$ cat src/rtl/sspq_pkg.sv
// Shared operation codes and cell command type for the sorted priority queue.
`default_nettype none

package sspq_pkg;

  // Operation codes carried in the input item
  localparam logic OP_PUSH = 1'b0;
  localparam logic OP_POP  = 1'b1;

  // Per-cycle command broadcast to every cell of the chain
  typedef struct packed {
    logic push;  // insert the new entry at its sorted place
    logic pop;   // shift every entry one cell toward the head
  } sspq_cmd_t;

endpackage

`default_nettype wire

$ cat src/rtl/sspq_ifs.sv
// Valid/ready channel interfaces for the queue's input and result items.
`default_nettype none

interface sspq_in_if #(
  parameter int KEY_WIDTH     = 16,
  parameter int PAYLOAD_WIDTH = 32
);
  logic                     valid;
  logic                     ready;
  logic                     operation;
  logic [KEY_WIDTH-1:0]     key;
  logic [PAYLOAD_WIDTH-1:0] payload;

  modport source (output valid, output operation, output key, output payload, input ready);
  modport sink   (input valid, input operation, input key, input payload, output ready);
endinterface

interface sspq_out_if #(
  parameter int KEY_WIDTH     = 16,
  parameter int PAYLOAD_WIDTH = 32
);
  logic                     valid;
  logic                     ready;
  logic                     pop_valid;
  logic [KEY_WIDTH-1:0]     out_key;
  logic [PAYLOAD_WIDTH-1:0] out_payload;
  logic                     push_dropped;
  logic                     now_empty;

  modport source (output valid, output pop_valid, output out_key, output out_payload,
                  output push_dropped, output now_empty, input ready);
  modport sink   (input valid, input pop_valid, input out_key, input out_payload,
                  input push_dropped, input now_empty, output ready);
endinterface

`default_nettype wire

$ cat src/rtl/sspq_cell.sv
// One cell of the sorted chain: holds a single entry and trades with its neighbors.
`default_nettype none

module sspq_cell
  import sspq_pkg::*;
#(
  parameter int KEY_WIDTH     = 16,
  parameter int PAYLOAD_WIDTH = 32
) (
  input  wire logic                     clk,
  input  wire logic                     rst_n,
  input  wire sspq_cmd_t                cmd,
  input  wire logic [KEY_WIDTH-1:0]     new_key,
  input  wire logic [PAYLOAD_WIDTH-1:0] new_payload,
  // neighbor toward the head
  input  wire logic                     prev_valid,
  input  wire logic [KEY_WIDTH-1:0]     prev_key,
  input  wire logic [PAYLOAD_WIDTH-1:0] prev_payload,
  input  wire logic                     prev_stays,
  // neighbor toward the tail
  input  wire logic                     next_valid,
  input  wire logic [KEY_WIDTH-1:0]     next_key,
  input  wire logic [PAYLOAD_WIDTH-1:0] next_payload,
  output logic                          valid,
  output logic [KEY_WIDTH-1:0]          key,
  output logic [PAYLOAD_WIDTH-1:0]      payload,
  output logic                          stays
);

  logic                     valid_r, valid_nxt;
  logic [KEY_WIDTH-1:0]     key_r, key_nxt;
  logic [PAYLOAD_WIDTH-1:0] payload_r, payload_nxt;

  // entry keeps its place on a push when it is not larger than the new key
  assign stays = valid_r && (key_r <= new_key);

  always_comb begin
    valid_nxt   = valid_r;
    key_nxt     = key_r;
    payload_nxt = payload_r;
    if (cmd.pop) begin
      valid_nxt   = next_valid;
      key_nxt     = next_key;
      payload_nxt = next_payload;
    end else if (cmd.push && !stays) begin
      if (prev_stays) begin
        valid_nxt   = 1'b1;
        key_nxt     = new_key;
        payload_nxt = new_payload;
      end else begin
        valid_nxt   = prev_valid;
        key_nxt     = prev_key;
        payload_nxt = prev_payload;
      end
    end
  end

  always_ff @(posedge clk) begin
    if (!rst_n) begin
      valid_r <= 1'b0;
    end else begin
      valid_r <= valid_nxt;
    end
  end

  always_ff @(posedge clk) begin
    key_r     <= key_nxt;
    payload_r <= payload_nxt;
  end

  assign valid   = valid_r;
  assign key     = key_r;
  assign payload = payload_r;

endmodule

`default_nettype wire

$ cat src/rtl/stable_sorted_priority_queue.sv
// Top level of the stable sorted min-priority queue built as a chain of cells.
`default_nettype none

// Usage:
//   in_chan  (sink): one item per handshake. operation = OP_PUSH inserts key/payload,
//            operation = OP_POP removes the head (smallest key, oldest among equals).
//   out_chan (source): exactly one result item for every accepted input item, in order:
//            pop_valid/out_key/out_payload for a pop, push_dropped for a push into a
//            full queue, now_empty after the step.
//   Result: registered; it shows on out_chan in the cycle after the
//            input item is accepted.
//   Throughput: one item per cycle while out_chan is not stalled. Every cell compares
//            its key with the incoming key in parallel and moves one position at most,
//            so the whole chain of DEPTH cells updates together on a push or a pop.
//   Stall: the output register holds its result while out_chan.ready is low; a new
//            item is still taken in the cycle the old result leaves (ready is
//            !out_valid || out_chan.ready).
//   Reset: synchronous, active low; clears every cell's valid bit (queue empty) and
//            the output valid. Stored keys and payloads are not cleared.
//   Full/empty: a push into a full queue is dropped and flagged; a pop on an empty
//            queue changes nothing and returns zeros with now_empty set.

module stable_sorted_priority_queue
  import sspq_pkg::*;
#(
  parameter int DEPTH         = 16,
  parameter int KEY_WIDTH     = 16,
  parameter int PAYLOAD_WIDTH = 32
) (
  input  wire logic  clk,
  input  wire logic  rst_n,
  sspq_in_if.sink    in_chan,
  sspq_out_if.source out_chan
);

  // Per-cell views of the chain
  logic                     cell_valid   [DEPTH];
  logic [KEY_WIDTH-1:0]     cell_key     [DEPTH];
  logic [PAYLOAD_WIDTH-1:0] cell_payload [DEPTH];
  logic                     cell_stays   [DEPTH];

  sspq_cmd_t cmd;
  logic      in_accept;
  logic      full;
  logic      empty;

  // Output register
  logic                     out_valid_r;
  logic                     pop_valid_r, pop_valid_nxt;
  logic [KEY_WIDTH-1:0]     out_key_r, out_key_nxt;
  logic [PAYLOAD_WIDTH-1:0] out_payload_r, out_payload_nxt;
  logic                     push_dropped_r, push_dropped_nxt;
  logic                     now_empty_r, now_empty_nxt;

  // Entries are packed toward the head, so the end cells tell full and empty
  assign full  = cell_valid[DEPTH-1];
  assign empty = !cell_valid[0];

  assign in_chan.ready = !out_valid_r || out_chan.ready;
  assign in_accept     = in_chan.valid && in_chan.ready;

  // Dropped pushes and empty pops leave the chain untouched
  assign cmd.push = in_accept && (in_chan.operation == OP_PUSH) && !full;
  assign cmd.pop  = in_accept && (in_chan.operation == OP_POP) && !empty;

  for (genvar i = 0; i < DEPTH; i++) begin : g_cell
    logic                     p_valid;
    logic [KEY_WIDTH-1:0]     p_key;
    logic [PAYLOAD_WIDTH-1:0] p_payload;
    logic                     p_stays;
    logic                     n_valid;
    logic [KEY_WIDTH-1:0]     n_key;
    logic [PAYLOAD_WIDTH-1:0] n_payload;

    if (i == 0) begin : g_head
      // head cell: new entry lands here unless the head stays
      assign p_valid   = 1'b0;
      assign p_key     = '0;
      assign p_payload = '0;
      assign p_stays   = 1'b1;
    end else begin : g_mid
      assign p_valid   = cell_valid[i-1];
      assign p_key     = cell_key[i-1];
      assign p_payload = cell_payload[i-1];
      assign p_stays   = cell_stays[i-1];
    end

    if (i == DEPTH - 1) begin : g_tail
      assign n_valid   = 1'b0;
      assign n_key     = '0;
      assign n_payload = '0;
    end else begin : g_body
      assign n_valid   = cell_valid[i+1];
      assign n_key     = cell_key[i+1];
      assign n_payload = cell_payload[i+1];
    end

    sspq_cell #(
      .KEY_WIDTH     (KEY_WIDTH),
      .PAYLOAD_WIDTH (PAYLOAD_WIDTH)
    ) u_cell (
      .clk          (clk),
      .rst_n        (rst_n),
      .cmd          (cmd),
      .new_key      (in_chan.key),
      .new_payload  (in_chan.payload),
      .prev_valid   (p_valid),
      .prev_key     (p_key),
      .prev_payload (p_payload),
      .prev_stays   (p_stays),
      .next_valid   (n_valid),
      .next_key     (n_key),
      .next_payload (n_payload),
      .valid        (cell_valid[i]),
      .key          (cell_key[i]),
      .payload      (cell_payload[i]),
      .stays        (cell_stays[i])
    );
  end

  // Result of the item being accepted, taken from the state before the step
  always_comb begin
    pop_valid_nxt    = 1'b0;
    out_key_nxt      = '0;
    out_payload_nxt  = '0;
    push_dropped_nxt = 1'b0;
    now_empty_nxt    = 1'b0;
    if (in_chan.operation == OP_PUSH) begin
      // any push leaves at least one entry behind
      push_dropped_nxt = full;
    end else begin
      pop_valid_nxt = !empty;
      if (!empty) begin
        out_key_nxt     = cell_key[0];
        out_payload_nxt = cell_payload[0];
      end
      // after the pop the old second entry is the new head
      now_empty_nxt = !cell_valid[1];
    end
  end

  always_ff @(posedge clk) begin
    if (!rst_n) begin
      out_valid_r <= 1'b0;
    end else if (in_accept) begin
      out_valid_r <= 1'b1;
    end else if (out_chan.ready) begin
      out_valid_r <= 1'b0;
    end
  end

  always_ff @(posedge clk) begin
    if (in_accept) begin
      pop_valid_r    <= pop_valid_nxt;
      out_key_r      <= out_key_nxt;
      out_payload_r  <= out_payload_nxt;
      push_dropped_r <= push_dropped_nxt;
      now_empty_r    <= now_empty_nxt;
    end
  end

  assign out_chan.valid        = out_valid_r;
  assign out_chan.pop_valid    = pop_valid_r;
  assign out_chan.out_key      = out_key_r;
  assign out_chan.out_payload  = out_payload_r;
  assign out_chan.push_dropped = push_dropped_r;
  assign out_chan.now_empty    = now_empty_r;

endmodule

`default_nettype wire

$ cat src/flat_wrapper.sv
// flat-port wrapper written by rule: the top's interface ports become plain ports
module stable_sorted_priority_queue_flat import sspq_pkg::*;
#(
  parameter int DEPTH         = 16,
  parameter int KEY_WIDTH     = 16,
  parameter int PAYLOAD_WIDTH = 32
)
  (clk, rst_n, in_chan_valid, in_chan_operation, in_chan_key, in_chan_payload, in_chan_ready, out_chan_valid, out_chan_pop_valid, out_chan_out_key, out_chan_out_payload, out_chan_push_dropped, out_chan_now_empty, out_chan_ready);
  sspq_in_if #(.KEY_WIDTH(KEY_WIDTH), .PAYLOAD_WIDTH(PAYLOAD_WIDTH)) in_chan_i ();
  sspq_out_if #(.KEY_WIDTH(KEY_WIDTH), .PAYLOAD_WIDTH(PAYLOAD_WIDTH)) out_chan_i ();
  input  wire logic clk;
  input  wire logic rst_n;
  input wire logic [$bits(in_chan_i.valid)-1:0] in_chan_valid;
  input wire logic [$bits(in_chan_i.operation)-1:0] in_chan_operation;
  input wire logic [$bits(in_chan_i.key)-1:0] in_chan_key;
  input wire logic [$bits(in_chan_i.payload)-1:0] in_chan_payload;
  output wire logic [$bits(in_chan_i.ready)-1:0] in_chan_ready;
  output wire logic [$bits(out_chan_i.valid)-1:0] out_chan_valid;
  output wire logic [$bits(out_chan_i.pop_valid)-1:0] out_chan_pop_valid;
  output wire logic [$bits(out_chan_i.out_key)-1:0] out_chan_out_key;
  output wire logic [$bits(out_chan_i.out_payload)-1:0] out_chan_out_payload;
  output wire logic [$bits(out_chan_i.push_dropped)-1:0] out_chan_push_dropped;
  output wire logic [$bits(out_chan_i.now_empty)-1:0] out_chan_now_empty;
  input wire logic [$bits(out_chan_i.ready)-1:0] out_chan_ready;
  assign in_chan_i.valid = in_chan_valid;
  assign in_chan_i.operation = in_chan_operation;
  assign in_chan_i.key = in_chan_key;
  assign in_chan_i.payload = in_chan_payload;
  assign in_chan_ready = in_chan_i.ready;
  assign out_chan_valid = out_chan_i.valid;
  assign out_chan_pop_valid = out_chan_i.pop_valid;
  assign out_chan_out_key = out_chan_i.out_key;
  assign out_chan_out_payload = out_chan_i.out_payload;
  assign out_chan_push_dropped = out_chan_i.push_dropped;
  assign out_chan_now_empty = out_chan_i.now_empty;
  assign out_chan_i.ready = out_chan_ready;
  stable_sorted_priority_queue #(.DEPTH(DEPTH), .KEY_WIDTH(KEY_WIDTH), .PAYLOAD_WIDTH(PAYLOAD_WIDTH)) u_core (.clk(clk), .rst_n(rst_n), .in_chan(in_chan_i), .out_chan(out_chan_i));
endmodule
$ cat config.mk
export PLATFORM = sky130hd
export DESIGN_NAME = stable_sorted_priority_queue_flat
export DESIGN_NICKNAME = d
export VERILOG_FILES = /design/src/rtl/sspq_pkg.sv /design/src/rtl/sspq_ifs.sv /design/src/rtl/sspq_cell.sv /design/src/rtl/stable_sorted_priority_queue.sv /design/src/flat_wrapper.sv
export SDC_FILE = /design/constraint.sdc
export NUM_CORES = 2
export LEC_CHECK = 0
export BUFFER_PORTS_ARGS = -buffer_cell sky130_fd_sc_hd__buf_2
export CORE_ASPECT_RATIO = 0.7
export CORE_MARGIN = 4
export CORE_UTILIZATION = 55
export CTS_BUF_LIST = sky130_fd_sc_hd__clkbuf_16
export CTS_CLUSTER_DIAMETER = 50
export DETAILED_ROUTE_END_ITERATION = 10
export PLACE_DENSITY = 0.79
export SLEW_MARGIN = 20
export SYNTH_ARGS = -nofsm -noshare
export SYNTH_HDL_FRONTEND = slang
export SYNTH_SLANG_ARGS = --single-unit
$ cat constraint.sdc
create_clock -name clk -period 6.6 [get_ports clk]
set_input_delay 1.32 -clock clk [delete_from_list [all_inputs] [get_ports clk]]
set_output_delay 1.32 -clock clk [all_outputs]
set_load 0.01 [all_outputs]
==> reports/qor.yml <==
ir_drop_uv: 187
die_area_sq_um: 90200
wl_per_cell_microns: 27.1
std_cell_rows: 89
core_sq_um: 84400
fin_ws_ns: 1.89
dp_slack_ns: 1.35
clk_pin_slew_ns: 0.06
initial_core_util_pct: 55.6
place_area_sq_um: 48100
grt_overflow_total: 0
setup_violations: 0
globalplace.congestion: 0.949
synthArstFlopShare_pct: 0
drtPass1Iterations: 8
synthTopCellsByArea: "edfxtp_1 (49%), o221a_2 (16%), nand2b_1 (6.9%), ha_1 (6.4%), nor2_1 (2.8%)"
p_switching_mw: 3.51
synth-seq-area-share_pct: 52.1
min_period_ns: 4.71
clk_latency_ns: 0.67
max_freq_ghz: 0.212
drv_cap: 0
final_antenna_net_count: 0
maxSlewHeadroom_pct: 23.7
wirelength_mm: 138
worst_pin_slew_ns: 1.14
cts_setup_buffers: 0
seqPwrFrac_pct: 50.0
dieWidth_microns: 357
die_h_microns: 252
syn_to_final_growth_pct: 8.40
routed_via_density: 7.05
gr-usage-met1_pct: 48.4
vias: 35800
clockBufferDepth: 3
p_leak_nw: 17.5
cp.required_ns: 7.12
grt_util_met2_pct: 39.0
cts.htree.levels: 3
fin_tns_setup_ns: 0
drv_slew: 0
design_area_sq_um: 50900
cts_sinks: 836
netlist_instances: 4019
cts_inserted_buffers: 87
syn_area_per_cell_sq_um: 11.7
power_frac_comb_pct: 13.1
place_inst: 4921
drtIter0Drc: 5593
total_power_mw: 13.4
post_route_cells_drive_above_1_share_pct: 25.8
critPathArrivalTime_ns: 5.23
rsz0062_at_grt: "no"
yosysMostFrequentCell: "edfxtp_1"
ys_types: 55
cts_hold_buf: 0
end_kind: "flop"
hpwl_mm: 91.1
finClkSkew_ns: 0.0271
instances_no_fill: 5082
p_int_mw: 9.91
grt-busiest-layer: "met1"
antenna_found_initial: 5
path_max_fanout: 30
synth_top_cell_by_area: "edfxtp_1"
slowest_delay_ns: 0.72
power.density_nw_per_um2: 264
grt_max_degree: 163
finalHoldViolCount: 0
path_buf_inv: 3
synthTopCellsByCount: "edfxtp_1 (771), o221a_2 (671), nand2b_1 (518)"
cts_resized: 0
fin_hold_ws_ns: 0.568
syn_nets: 4312
post-route-period-util_pct: 71.4
use_met3_pct: 8.32
nNetsFinal: 4166
hold_path_class: "reg2reg"
fin_util_pct: 60.3
ys_ff_latch: 836
cp_cell_sequence: "buf_2, inv_1, ha_1, nand4_1, nor4_2, and2_1, a211o_2, buf_12, o221a_2"
status: "finished clean"
pin_count: 106
startpoint_type: "input port"
power_frac_clock_pct: 36.9
timing_worst_setup_path_type: "in2reg"
synth_top_area_share_pct: 49.3
crit_slowest_cell: "and2_1"
grt_pass1_vias: 32600
route.detailed.drc: 0
portBuffers: 105
syn-cell-area_sq_um: 46900
cts_tree: "built"
swShare_pct: 26.1
grt.total_usage_pct: 29.7
ctsRootBufferMaster: "clkbuf_16"
ys.flop_type: "edfxtp_1"
yosysWarnings: 0
critPathTopFamily: "simple AND/OR/NAND/NOR gates"
grt_pass1_wl_mm: 207
synth_edf_count: 771
[placed cells by master, fill, tap and decap left out, drive strengths merged, types with 7 or more instances in the layout]
cell     synthesis  layout
edfxtp         771     771
or3              7       7
bufinv           0       8
buf            150     175
a32oi            9       9
a41o            10      10
a31oi           15      15
a21oi          111     111
a21o            14      14
o21ai           72      72
nand2          190     190
nand4           58      58
nor2           355     355
clkbuf         260      89
nor4            13      13
and3            52      52
nor2b           17      17
nand2b         518     518
dfxtp           65      65
ha             240     240
nor3           227     227
clkinv           0      25
o211ai          17      17
inv             48      81
a2bb2oi         10      10
o221a          720     720
o311ai          11      11
and3b            9       9
a2111o           9       9
[cell type report]
cell class	count	area, sq um
Antenna cell	4	10.0
Clock buffer	89	2230
Timing Repair Buffer	175	1160
Tap cell	1137	1420
Sequential cell	836	24500
Fill cell	6561	33500
Clock inverter	68	579
Inverter	48	180
Multi-Input combinational cell	2725	20800
[power groups by stage]
stage               clock network, mW  registers [mW]  logic [mW]
floorplan                           0            6.64        1.29
global placement                    0            6.77        1.64
detailed placement                  0            6.78        1.72
CTS                              4.97            6.68        1.73
global route                     5.21            6.73        1.91
finish                           4.94            6.71        1.76
[worst reg2reg max path, stage by stage, from the launching register on]
cell,delay [ns]
dfxtp_1,0.33
nand2b_1,0.13
nand2_1,0.17
inv_2,0.07
nand2_4,0.59
buf_4,0.71
buf_4,0.92
nor2_1,0.27
nor2_1,0.17
o221a_2,0.19
[flip-flops by register name (all words and copies together), names as in the netlist]
name / flops
u_core.out_chan.pop_valid: 1
u_core.out_chan.now_empty: 1
u_core.g_cell.u_cell.payload: 512
u_core.out_chan.out_payload: 32
u_core.g_cell.u_cell.key: 256
u_core.g_cell.u_cell.valid: 16
u_core.out_chan.valid: 1
u_core.out_chan.push_dropped: 1
u_core.out_chan.out_key: 16
[cells by family after synthesis]
group | synth area share, %
AOI/OAI and AO/OA | 21.4
adders and majority gates | 6.40
buffers and inverters | 4.05
DFF | 52.1
and+or+nand+nor | 16.0
[worst paths after layout]
path                                        from                                   end  slack [ns]  cells after the start
setup / recovery                 in_chan_key[11]  u_core.g_cell[14].u_cell.payload[23]        1.89                      9
hold / removal    u_core.g_cell[11].u_cell.valid        u_core.g_cell[11].u_cell.valid        0.57                      2
setup reg to reg           u_core.out_chan.valid  u_core.g_cell[14].u_cell.payload[20]        2.92                      9
hold reg to reg   u_core.g_cell[11].u_cell.valid        u_core.g_cell[11].u_cell.valid        0.57                      2
[layer usage]
| layer | up-vias | wire length [microns] |
|---|---|---|
| li1 | 15600 | - |
| met1 | 17300 | 60300 |
| met2 | 2722 | 53900 |
| met3 | 213 | 21300 |
| met4 | 2 | 2410 |
| met5 | - | 13 |
Note: power is estimated with default switching activity, not from simulation.
